**config.mk**
```make
export PLATFORM = sky130hd
export DESIGN_NAME = cascade_pid_controller
export DESIGN_NICKNAME = d
export VERILOG_FILES = /design/src/cpid_pkg.sv /design/src/cascade_pid_controller.sv /design/src/cpid_cfg_regs.sv /design/src/cpid_mul.sv
export SDC_FILE = /design/constraint.sdc
export NUM_CORES = 2
export LEC_CHECK = 0
export BUFFER_PORTS_ARGS = -buffer_cell sky130_fd_sc_hd__buf_2
export CELL_PAD_IN_SITES_DETAIL_PLACEMENT = 1
export CELL_PAD_IN_SITES_GLOBAL_PLACEMENT = 2
export CORE_AREA = 3 3 404 406
export DETAILED_ROUTE_END_ITERATION = 6
export DIE_AREA = 0 0 407 409
export PLACE_DENSITY = 0.84
export SYNTH_ARGS = -nofsm -noshare
export SYNTH_HDL_FRONTEND = slang
export SYNTH_SLANG_ARGS = --single-unit
```
**constraint.sdc**
```tcl
create_clock -name clk -period 11.2 [get_ports clk]
set_input_delay 1.12 -clock clk [delete_from_list [all_inputs] [get_ports clk]]
set_output_delay 1.12 -clock clk [all_outputs]
set_load 0.005 [all_outputs]
```
**src/cpid_pkg.sv**
```systemverilog
// Shared widths, constants and configuration types for the cascaded PID controller.
// Used by cpid_cfg_regs, cpid_mul and cascade_pid_controller; depends on nothing.
`default_nettype none

package cpid_pkg;

	// Fixed-point layout.
	localparam int GAIN_W         = 16;
	localparam int GAIN_FRAC_BITS = 8;
	localparam int ERR_W          = 32;
	localparam int DIFF_W         = ERR_W + 1;
	localparam int INT_W          = 34;
	localparam int MUL_A_W        = INT_W;
	localparam int PROD_W         = MUL_A_W + GAIN_W + 1;
	localparam int TERM_W         = PROD_W - GAIN_FRAC_BITS;
	localparam int ACC_W          = TERM_W + 2;
	localparam int OUT_W          = 16;
	localparam int LIM_W          = 15;
	localparam int DEAD_W         = 16;
	localparam int ILIM_W         = 32;

	// Encoder turn used when folding the outer error.
	localparam int ENCODER_PERIOD = 8191;
	localparam int FOLD1_PERIOD   = ENCODER_PERIOD;
	localparam int FOLD1_LIM      = FOLD1_PERIOD / 2;
	localparam int FOLD2_PERIOD   = ENCODER_PERIOD / 2;
	localparam int FOLD2_LIM      = FOLD2_PERIOD / 2;

	// Stream and configuration port widths.
	localparam int IN_DATA_W   = 80;
	localparam int OUT_DATA_W  = 32;
	localparam int CFG_INDEX_W = 3;
	localparam int CFG_DATA_W  = 48;

	// Per-loop settings as decoded from the register file.
	typedef struct packed {
		logic [GAIN_W-1:0] kp;
		logic [GAIN_W-1:0] ki;
		logic [GAIN_W-1:0] kd;
		logic [DEAD_W-1:0] dead;
		logic [ILIM_W-1:0] ilim;
		logic [LIM_W-1:0]  itlim;
		logic [LIM_W-1:0]  outlim;
	} loop_cfg_t;

	typedef struct packed {
		loop_cfg_t   outer;
		loop_cfg_t   inner;
		logic        cascade;
		logic [1:0]  wrap_mode;
	} cfg_t;

endpackage

`default_nettype wire

```
**src/cascade_pid_controller.sv**
```systemverilog
// Cascaded positional PID controller. Each input transaction carries a target, an outer
// measurement and an inner measurement; one output transaction returns the drive command
// and the clamped outer loop output. A sequencer runs every loop step through a single
// shared multiplier, three products per loop, running the inner loop after the outer one
// only with the cascade on. s_tready rises again together with the output valid, so a new
// item is taken only once the last result has entered the output register. A result that the
// receiver does not take yet holds the sequencer until the output register frees up.
// A finished result sits in the output register while the next item is accepted.
// s_tready is also held low while a configuration write is offered, so a write never meets
// an item on the same edge. Any configuration write clears both loops' integral and last
// error.
// Depends on cpid_pkg, cpid_cfg_regs and cpid_mul.
`default_nettype none

module cascade_pid_controller (
	input  wire logic                                clk,
	input  wire logic                                arst_n,
	// s_tdata: target[31:0], outer_measure[63:32], inner_measure[79:64]
	input  wire logic                                s_tvalid,
	output logic                                     s_tready,
	input  wire logic [cpid_pkg::IN_DATA_W-1:0]      s_tdata,
	// m_tdata: drive[15:0], outer_output[31:16]
	output logic                                     m_tvalid,
	input  wire logic                                m_tready,
	output logic [cpid_pkg::OUT_DATA_W-1:0]          m_tdata,
	input  wire logic                                cfg_valid,
	output logic                                     cfg_ready,
	input  wire logic [cpid_pkg::CFG_INDEX_W-1:0]    cfg_index,
	input  wire logic [cpid_pkg::CFG_DATA_W-1:0]     cfg_data
);

	localparam logic [3:0] ST_IDLE  = 4'd0;
	localparam logic [3:0] ST_ERR   = 4'd1;
	localparam logic [3:0] ST_FOLD1 = 4'd2;
	localparam logic [3:0] ST_FOLD2 = 4'd3;
	localparam logic [3:0] ST_DEAD  = 4'd4;
	localparam logic [3:0] ST_MULP  = 4'd5;
	localparam logic [3:0] ST_MULI  = 4'd6;
	localparam logic [3:0] ST_MULD  = 4'd7;
	localparam logic [3:0] ST_SUM   = 4'd8;
	localparam logic [3:0] ST_DONE  = 4'd9;

	localparam logic [1:0] WRAP_NONE = 2'd0;
	localparam logic [1:0] WRAP_FULL = 2'd1;
	localparam logic [1:0] WRAP_HALF = 2'd2;

	localparam int ERR_W  = cpid_pkg::ERR_W;
	localparam int INT_W  = cpid_pkg::INT_W;
	localparam int DIFF_W = cpid_pkg::DIFF_W;
	localparam int ACC_W  = cpid_pkg::ACC_W;
	localparam int OUT_W  = cpid_pkg::OUT_W;

	localparam logic signed [ERR_W-1:0] F1_PERIOD = ERR_W'(cpid_pkg::FOLD1_PERIOD);
	localparam logic signed [ERR_W-1:0] F1_LIM    = ERR_W'(cpid_pkg::FOLD1_LIM);
	localparam logic signed [ERR_W-1:0] F2_PERIOD = ERR_W'(cpid_pkg::FOLD2_PERIOD);
	localparam logic signed [ERR_W-1:0] F2_LIM    = ERR_W'(cpid_pkg::FOLD2_LIM);

	cpid_pkg::cfg_t      cfg;
	cpid_pkg::loop_cfg_t lcfg;

	logic [3:0] state_q;
	logic       loop_inner_q;

	logic signed [ERR_W-1:0]  tgt_q, om_q;
	logic signed [OUT_W-1:0]  im_q;
	logic signed [ERR_W-1:0]  e_q;
	logic signed [DIFF_W-1:0] diff_q;
	logic signed [ACC_W-1:0]  acc_q;
	logic signed [OUT_W-1:0]  oout_q, res_q;

	logic signed [INT_W-1:0]  outer_integral_q, inner_integral_q;
	logic signed [ERR_W-1:0]  outer_last_q, inner_last_q;

	logic                     m_tvalid_q;
	logic [cpid_pkg::OUT_DATA_W-1:0] m_tdata_q;

	logic                     in_fire, cfg_fire, out_load;
	logic signed [INT_W-1:0]  cur_integral;
	logic signed [ERR_W-1:0]  cur_last;
	logic signed [DIFF_W-1:0] raw_err, e_mag;
	logic signed [ERR_W-1:0]  sat_err, e_dead;
	logic signed [INT_W:0]    int_sum, int_lim;
	logic signed [INT_W-1:0]  int_next;
	logic signed [ACC_W-1:0]  term_ext, sum_full;
	logic signed [OUT_W-1:0]  loop_res;
	logic signed [OUT_W:0]    inner_err;

	logic                                mul_en;
	logic signed [cpid_pkg::MUL_A_W-1:0] mul_a;
	logic        [cpid_pkg::GAIN_W-1:0]  mul_b;
	logic signed [cpid_pkg::TERM_W-1:0]  mul_term;

	// Moves an error one period toward zero when it lies beyond half a period.
	function automatic logic signed [ERR_W-1:0] fold_err(
		input logic signed [ERR_W-1:0] e,
		input logic signed [ERR_W-1:0] period,
		input logic signed [ERR_W-1:0] lim
	);
		logic signed [ERR_W-1:0] r;
		r = e;
		if (e > lim) begin
			r = e - period;
		end else if (e < -lim) begin
			r = e + period;
		end
		return r;
	endfunction

	// Symmetric clamp of an accumulator value to a 15-bit limit.
	function automatic logic signed [ACC_W-1:0] clamp_acc(
		input logic signed [ACC_W-1:0]   v,
		input logic [cpid_pkg::LIM_W-1:0] lim
	);
		logic signed [ACC_W-1:0] l;
		logic signed [ACC_W-1:0] r;
		l = $signed(ACC_W'(lim));
		r = v;
		if (v > l) begin
			r = l;
		end else if (v < -l) begin
			r = -l;
		end
		return r;
	endfunction

	cpid_cfg_regs u_cfg (
		.clk      (clk),
		.arst_n   (arst_n),
		.wr_en    (cfg_fire),
		.wr_index (cfg_index),
		.wr_data  (cfg_data),
		.cfg      (cfg)
	);

	cpid_mul u_mul (
		.clk  (clk),
		.en   (mul_en),
		.op_a (mul_a),
		.op_b (mul_b),
		.term (mul_term)
	);

	assign s_tready = (state_q == ST_IDLE) && !cfg_valid;
	assign cfg_ready = (state_q == ST_IDLE);
	assign in_fire  = s_tvalid && s_tready;
	assign cfg_fire = cfg_valid && cfg_ready;
	assign out_load = (state_q == ST_DONE) && (!m_tvalid_q || m_tready);

	// Settings and state of the loop being worked on.
	assign lcfg         = loop_inner_q ? cfg.inner : cfg.outer;
	assign cur_integral = loop_inner_q ? inner_integral_q : outer_integral_q;
	assign cur_last     = loop_inner_q ? inner_last_q : outer_last_q;

	// Error arithmetic: saturated difference, deadband and clamped integral.
	always_comb begin
		raw_err = {tgt_q[ERR_W-1], tgt_q} - {om_q[ERR_W-1], om_q};
		if (raw_err[DIFF_W-1] != raw_err[DIFF_W-2]) begin
			sat_err = raw_err[DIFF_W-1] ? {1'b1, {(ERR_W-1){1'b0}}} : {1'b0, {(ERR_W-1){1'b1}}};
		end else begin
			sat_err = raw_err[ERR_W-1:0];
		end
		e_mag = e_q[ERR_W-1] ? -{e_q[ERR_W-1], e_q} : {e_q[ERR_W-1], e_q};
		e_dead = ($unsigned(e_mag) <= DIFF_W'(lcfg.dead)) ? '0 : e_q;
		int_sum = {cur_integral[INT_W-1], cur_integral} + (INT_W+1)'(e_dead);
		int_lim = $signed((INT_W+1)'(lcfg.ilim));
		if (int_sum > int_lim) begin
			int_next = int_lim[INT_W-1:0];
		end else if (int_sum < -int_lim) begin
			int_next = INT_W'(-int_lim);
		end else begin
			int_next = int_sum[INT_W-1:0];
		end
	end

	// Operand selection for the shared multiplier.
	always_comb begin
		mul_en = 1'b0;
		mul_a  = cpid_pkg::MUL_A_W'(e_q);
		mul_b  = lcfg.kp;
		unique case (state_q)
			ST_MULP: begin
				mul_en = 1'b1;
			end
			ST_MULI: begin
				mul_en = 1'b1;
				mul_a  = cur_integral;
				mul_b  = lcfg.ki;
			end
			ST_MULD: begin
				mul_en = 1'b1;
				mul_a  = cpid_pkg::MUL_A_W'(diff_q);
				mul_b  = lcfg.kd;
			end
			default: begin
			end
		endcase
	end

	// Term accumulation and output clamp.
	assign term_ext  = ACC_W'(mul_term);
	assign sum_full  = acc_q + term_ext;
	assign loop_res  = OUT_W'(clamp_acc(sum_full, lcfg.outlim));
	assign inner_err = {loop_res[OUT_W-1], loop_res} - {im_q[OUT_W-1], im_q};

	// Sequencer and loop state.
	always_ff @(posedge clk or negedge arst_n) begin
		if (!arst_n) begin
			state_q          <= ST_IDLE;
			loop_inner_q     <= 1'b0;
			outer_integral_q <= '0;
			inner_integral_q <= '0;
			outer_last_q     <= '0;
			inner_last_q     <= '0;
		end else begin
			unique case (state_q)
				ST_IDLE: begin
					if (cfg_fire) begin
						outer_integral_q <= '0;
						inner_integral_q <= '0;
						outer_last_q     <= '0;
						inner_last_q     <= '0;
					end
					if (in_fire) begin
						loop_inner_q <= 1'b0;
						state_q      <= ST_ERR;
					end
				end
				ST_ERR: begin
					state_q <= ST_FOLD1;
				end
				ST_FOLD1: begin
					state_q <= ST_FOLD2;
				end
				ST_FOLD2: begin
					state_q <= ST_DEAD;
				end
				ST_DEAD: begin
					if (loop_inner_q) begin
						inner_integral_q <= int_next;
						inner_last_q     <= e_dead;
					end else begin
						outer_integral_q <= int_next;
						outer_last_q     <= e_dead;
					end
					state_q <= ST_MULP;
				end
				ST_MULP: begin
					state_q <= ST_MULI;
				end
				ST_MULI: begin
					state_q <= ST_MULD;
				end
				ST_MULD: begin
					state_q <= ST_SUM;
				end
				ST_SUM: begin
					if (!loop_inner_q && cfg.cascade) begin
						loop_inner_q <= 1'b1;
						state_q      <= ST_DEAD;
					end else begin
						loop_inner_q <= 1'b0;
						state_q      <= ST_DONE;
					end
				end
				ST_DONE: begin
					if (out_load) begin
						state_q <= ST_IDLE;
					end
				end
				default: begin
					state_q <= ST_IDLE;
				end
			endcase
		end
	end

	// Datapath registers.
	always_ff @(posedge clk) begin
		if (in_fire) begin
			tgt_q <= s_tdata[31:0];
			om_q  <= s_tdata[63:32];
			im_q  <= s_tdata[79:64];
		end
		case (state_q)
			ST_ERR: begin
				e_q <= sat_err;
			end
			ST_FOLD1: begin
				if (cfg.wrap_mode == WRAP_FULL || cfg.wrap_mode == WRAP_HALF) begin
					e_q <= fold_err(e_q, F1_PERIOD, F1_LIM);
				end
			end
			ST_FOLD2: begin
				if (cfg.wrap_mode == WRAP_HALF) begin
					e_q <= fold_err(e_q, F2_PERIOD, F2_LIM);
				end
			end
			ST_DEAD: begin
				e_q    <= e_dead;
				diff_q <= {e_dead[ERR_W-1], e_dead} - {cur_last[ERR_W-1], cur_last};
			end
			ST_MULI: begin
				acc_q <= term_ext;
			end
			ST_MULD: begin
				acc_q <= acc_q + clamp_acc(term_ext, lcfg.itlim);
			end
			ST_SUM: begin
				res_q <= loop_res;
				if (!loop_inner_q) begin
					oout_q <= loop_res;
					e_q    <= ERR_W'(inner_err);
				end
			end
			default: begin
			end
		endcase
	end

	// Output register; the next item may be taken while a result waits here.
	always_ff @(posedge clk or negedge arst_n) begin
		if (!arst_n) begin
			m_tvalid_q <= 1'b0;
		end else if (out_load) begin
			m_tvalid_q <= 1'b1;
		end else if (m_tready) begin
			m_tvalid_q <= 1'b0;
		end
	end

	always_ff @(posedge clk) begin
		if (out_load) begin
			m_tdata_q <= {oout_q, res_q};
		end
	end

	assign m_tvalid = m_tvalid_q;
	assign m_tdata  = m_tdata_q;

	// An accepted item keeps the input side closed on the following cycle.
	assert property (@(posedge clk) disable iff (!arst_n)
		in_fire |=> !s_tready)
		else $error("input accepted again right after a transaction");

	// The inner loop only runs when cascade mode is enabled.
	assert property (@(posedge clk) disable iff (!arst_n)
		loop_inner_q |-> cfg.cascade)
		else $error("inner loop active with cascade disabled");

	// Both output fields are clamped symmetrically, so the most negative code never appears.
	assert property (@(posedge clk) disable iff (!arst_n)
		m_tvalid |-> (m_tdata[15:0] != 16'h8000) && (m_tdata[31:16] != 16'h8000))
		else $error("output outside the clamp range");

endmodule

`default_nettype wire

```
**src/cpid_cfg_regs.sv**
```systemverilog
// Configuration register file: decodes indexed writes into per-loop settings.
// Depends on cpid_pkg for the field widths and the cfg_t structure.
`default_nettype none

module cpid_cfg_regs (
	input  wire logic                             clk,
	input  wire logic                             arst_n,
	input  wire logic                             wr_en,
	input  wire logic [cpid_pkg::CFG_INDEX_W-1:0] wr_index,
	input  wire logic [cpid_pkg::CFG_DATA_W-1:0]  wr_data,
	output cpid_pkg::cfg_t                        cfg
);

	localparam logic [cpid_pkg::CFG_INDEX_W-1:0] REG_OUTER_GAINS   = 3'd0;
	localparam logic [cpid_pkg::CFG_INDEX_W-1:0] REG_OUTER_ERR_LIM = 3'd1;
	localparam logic [cpid_pkg::CFG_INDEX_W-1:0] REG_OUTER_OUT_LIM = 3'd2;
	localparam logic [cpid_pkg::CFG_INDEX_W-1:0] REG_INNER_GAINS   = 3'd3;
	localparam logic [cpid_pkg::CFG_INDEX_W-1:0] REG_INNER_ERR_LIM = 3'd4;
	localparam logic [cpid_pkg::CFG_INDEX_W-1:0] REG_INNER_OUT_LIM = 3'd5;
	localparam logic [cpid_pkg::CFG_INDEX_W-1:0] REG_CASCADE       = 3'd6;
	localparam logic [cpid_pkg::CFG_INDEX_W-1:0] REG_WRAP_MODE     = 3'd7;

	cpid_pkg::cfg_t cfg_q;

	// Limits above 32767 act as 32767, so they are stored already saturated.
	function automatic logic [cpid_pkg::LIM_W-1:0] sat_lim(input logic [15:0] v);
		return v[15] ? {cpid_pkg::LIM_W{1'b1}} : v[cpid_pkg::LIM_W-1:0];
	endfunction

	// Register writes.
	always_ff @(posedge clk or negedge arst_n) begin
		if (!arst_n) begin
			cfg_q <= '0;
		end else if (wr_en) begin
			unique case (wr_index)
				REG_OUTER_GAINS: begin
					cfg_q.outer.kp <= wr_data[15:0];
					cfg_q.outer.ki <= wr_data[31:16];
					cfg_q.outer.kd <= wr_data[47:32];
				end
				REG_OUTER_ERR_LIM: begin
					cfg_q.outer.dead <= wr_data[15:0];
					cfg_q.outer.ilim <= wr_data[47:16];
				end
				REG_OUTER_OUT_LIM: begin
					cfg_q.outer.itlim  <= sat_lim(wr_data[15:0]);
					cfg_q.outer.outlim <= sat_lim(wr_data[31:16]);
				end
				REG_INNER_GAINS: begin
					cfg_q.inner.kp <= wr_data[15:0];
					cfg_q.inner.ki <= wr_data[31:16];
					cfg_q.inner.kd <= wr_data[47:32];
				end
				REG_INNER_ERR_LIM: begin
					cfg_q.inner.dead <= wr_data[15:0];
					cfg_q.inner.ilim <= wr_data[47:16];
				end
				REG_INNER_OUT_LIM: begin
					cfg_q.inner.itlim  <= sat_lim(wr_data[15:0]);
					cfg_q.inner.outlim <= sat_lim(wr_data[31:16]);
				end
				REG_CASCADE: begin
					cfg_q.cascade <= wr_data[0];
				end
				REG_WRAP_MODE: begin
					cfg_q.wrap_mode <= wr_data[1:0];
				end
				default: begin
				end
			endcase
		end
	end

	assign cfg = cfg_q;

endmodule

`default_nettype wire

```
**src/cpid_mul.sv**
```systemverilog
// Shared signed-by-gain multiplier with a registered product and floor scaling.
// Depends on cpid_pkg for operand, product and term widths.
`default_nettype none

module cpid_mul (
	input  wire logic                                clk,
	input  wire logic                                en,
	input  wire logic signed [cpid_pkg::MUL_A_W-1:0] op_a,
	input  wire logic        [cpid_pkg::GAIN_W-1:0]  op_b,
	output logic signed      [cpid_pkg::TERM_W-1:0]  term
);

	logic signed [cpid_pkg::PROD_W-1:0] prod_q;

	// Gain is unsigned Q8.8, so it gets a zero sign bit before the multiply.
	always_ff @(posedge clk) begin
		if (en) begin
			prod_q <= op_a * $signed({1'b0, op_b});
		end
	end

	// Dropping the fraction bits of a two's complement value floors toward minus infinity.
	assign term = prod_q[cpid_pkg::PROD_W-1:cpid_pkg::GAIN_FRAC_BITS];

endmodule

`default_nettype wire

```
==> key figures <==
Placed design
  • Final HPWL DP: ~190000 um
  • Placer congestion estimate: around 0.90
  • Port Buffers: 170

Logic synthesis
  • Top_reg_cell synth: dfrtp_1
  • Post-Synthesis Cell Area: around 0.067 sq mm
  • Share of the synthesized area in the top cell type: about 16%
  • Post-Syn Area per Cell: ~9.3 sq um
  • Ys async rst share: between 50% and 60%
  • Synth Area in Compound Gates: 14.0%
  • Post-synth top cells: nand2_1, inv_1, nor2_1
  • Syn Inst Count: between 7k and 8k
  • Synth unique cells: between 90 and 100
  • Yosys reg bits: 690
  • Synth Area in XOR/XNOR: 3.87%
  • Yosys top cell by area: fa_1
  • Most frequent cell after synthesis: nand2_1
  • Largest family of logic cells by synthesized area: adder cells
  • Post-synth EDFFs: 297
  • Synth top area cells: fa_1, dfrtp_1, edfxtp_1
  • Synthesized Nets: roughly 8.5k
  • Mux cell area share after synthesis: under 10%
  • Syn. warnings: 0
  • Synth Area in Simple Gates: about 15%
  • Sequential fraction of the synthesis area: between 20 and 30%
  • Post-Synth Adder-Cell Area: between 20% and 30%

Final layout
  • Util after Layout: between 40% and 50%
  • Multi-input logic area: ~0.044 sq mm
  • Nets: approximately 8.5k
  • Reg area: between 0.015 and 0.02 sq mm
  • Layout cells sized above 1: between 10% and 20%
  • Layout area overhead: 10.0%
  • Fillers: 18.4k

Routing
  • Vias per cell: approximately 5.7
  • Wire length per cell: approximately 25 um
  • 1st-iter DRT viols: around 3.9k
  • Antenna Nets Post-Route: 0
  • DR DRC count: 0
  • 1st-pass router iterations: 5
  • Vias: approximately 55k
  • Routed WL: between 200000 and 250000 um

Clock tree
  • Clock Latency Late Sink: 0.72 ns
  • Clk root buf: clkbuf_16
  • Clock Pin Slew Worst Setup and Hold Paths: about 0.060 ns
  • CTS Buffer Depth: 3
  • CTS sink count: 690
  • Hold_buf cts: 0
  • CTS tree: built
  • CTS buffer count: 83
  • H-tree levels: 3

Floorplanning
  • Die width: a little over 400 um
  • Cell Rows: 147
  • DIE AREA: 0.166 sq mm
  • Core Region: 0.160 sq mm
  • # IOs: around 170
  • Starting Density: about two fifths
  • Die outline height: 409 um

Global routing
  • Antenna violations before repair: 23
  • Total grt overflow: 0
  • Largest net degree at the start of global routing: around 150
  • Global-route usage over all layers: approximately 29%
  • First-pass GRT wire length: about 360000 um
  • Vias in the first global route: between 50k and 60k

STA
  • Max Freq: ~0.098 GHz
  • Fin crit period: roughly 10 ns
  • Post-Route Skew: 0.0397 ns
  • Final setup vio count: 0
  • Final Max Slew Viols: 0
  • Fin crit share: just over 90%
  • Unrepaired setup endpoints after global routing: no
  • Slew margin rel.: 18.4%
  • Worst-margin pin slew: approximately 1.2 ns
  • Endpoints failing hold: 0
  • Final total negative setup slack: 0 ns

Worst setup path
  • Crit path launch type: register
  • R2r endpoint: inner_integral_q[16]
  • Critical path class: reg2reg
  • CP top delay family: compound AO/OA/AOI/OAI gates
  • CP Launch Point: e_q[0]
  • Worst Path Arrival: 10.83 ns
  • Levels on crit path: 45
  • Worst Path Required: around 12 ns
  • Nature of the critical path endpoint: register
  • CP endpoint: inner_integral_q[16]
  • Worst R2R Path Depth: 45
  • Critical path's slowest cell: a2111oi_2
  • Critical Path Fanout Max: 21
  • Worst R2R Start: e_q[0]
  • Max incr delay on CP: 0.47 ns
  • Worst R2R Setup Slack: 0.96 ns
  • Buf+Inv Stages, Crit Path: 5

Outcome
  • Run status: finished clean

Hold path
  • Type of the most critical hold path: in2async

Job
  • Max Cap Viol: 0
==> routing by layer <==
layer	up-vias	track usage [%]	wire length [um]
li1	25000	-	-
met5	-	0	21
met3	346	3.37	13000
met4	4	10.3	9020
met1	28200	38.3	103000
met2	1394	47.4	113000
==> final cells by class <==
type,count,area share (%)
antenna,9,0.0306
tap,2160,3.67
timing repair buffer,324,2.79
multi-input combinational,5480,60.1
sequential,690,25.5
clock inverter,35,0.683
inverter,748,3.82
clock buffer,117,3.41
==> cell families after synthesis <==
logic type,Yosys count
AO/OA/AOI/OAI,1487
XOR/XNOR,296
adder cells (fa/ha/maj),1080
buffers and inverters,1064
flip-flops,690
multiplexers,424
AND/OR/NAND/NOR,2193
==> stage by stage <==
| stage | instance area, sq um | setup WS (ns) | std cells | hold slack (ns) |
|---|---|---|---|---|
| final | 73700 | 0.959 | 9563 | 0.415 |
| after CTS | 73700 | 0.726 | 9554 | 0.420 |
| after global routing | 73700 | 0.152 | 9554 | 0.425 |
| after detailed placement | 70600 | 0.796 | 9402 | 0.406 |
| after floorplan | 67000 | 1.54 | 7234 | 0.400 |
| after global placement | 70600 | 1.03 | 9402 | 0.403 |
==> placed cells by master, fill, tap and decap left out, drive strengths merged, types with 15 or more instances in the layout <==
cell type and n:
nor3b 15, a211o 16, o22ai 16, a21o 162, a21boi 22, mux2i 162
and2 84, clkbuf 117, o211ai 38, nand4 67, dfrtp 393, o21bai 36
inv 752, xor2 100, a31oi 64, or2 23, buf 324, nor2 562
clkinv 25, edfxtp 297, mux2 249, a22o 19, nor4 29, a22oi 19
and3 47, a21oi 350, a211oi 29, o21a 76, fa 522, xnor2 196
nor3 164, nand2 842, ha 558, nand3 105, o31ai 30, o21ai 474
or3 63, nand2b 64, nor2b 89
==> how the worst min path moves through the flow <==
stage,from,to,slack (ns)
after floorplan,res_q[0],m_tdata[0],0.40
after global placement,oout_q[7],m_tdata[23],0.40
after detailed placement,oout_q[13],m_tdata[29],0.41
after CTS,oout_q[5],m_tdata[21],0.42
after global routing,oout_q[2],m_tdata[18],0.43
final,arst_n,inner_integral_q[22],0.42
==> repair_timing <==
action                     4_1_cts  5_1_grt
setup endpoints to repair        0       27
resized for setup                0        3
hold endpoints to repair         0        0
buffers inserted                 0        0
==> state kept, by name, indices dropped and copies added, names as in the netlist <==
name and flops:
m_tdata 32, im_q 16, om_q 32, u_cfg.cfg 255, inner_last_q 32, outer_integral_q 34
m_tvalid 1, outer_last_q 32, diff_q 33, e_q 32, oout_q 16, loop_inner_q 1
tgt_q 32, inner_integral_q 34, state_q 4, u_mul.prod_q 43, res_q 16, acc_q 45
Power is not shown: default switching activity piles up to over one toggle a cycle in this logic, so the estimate is an artifact.
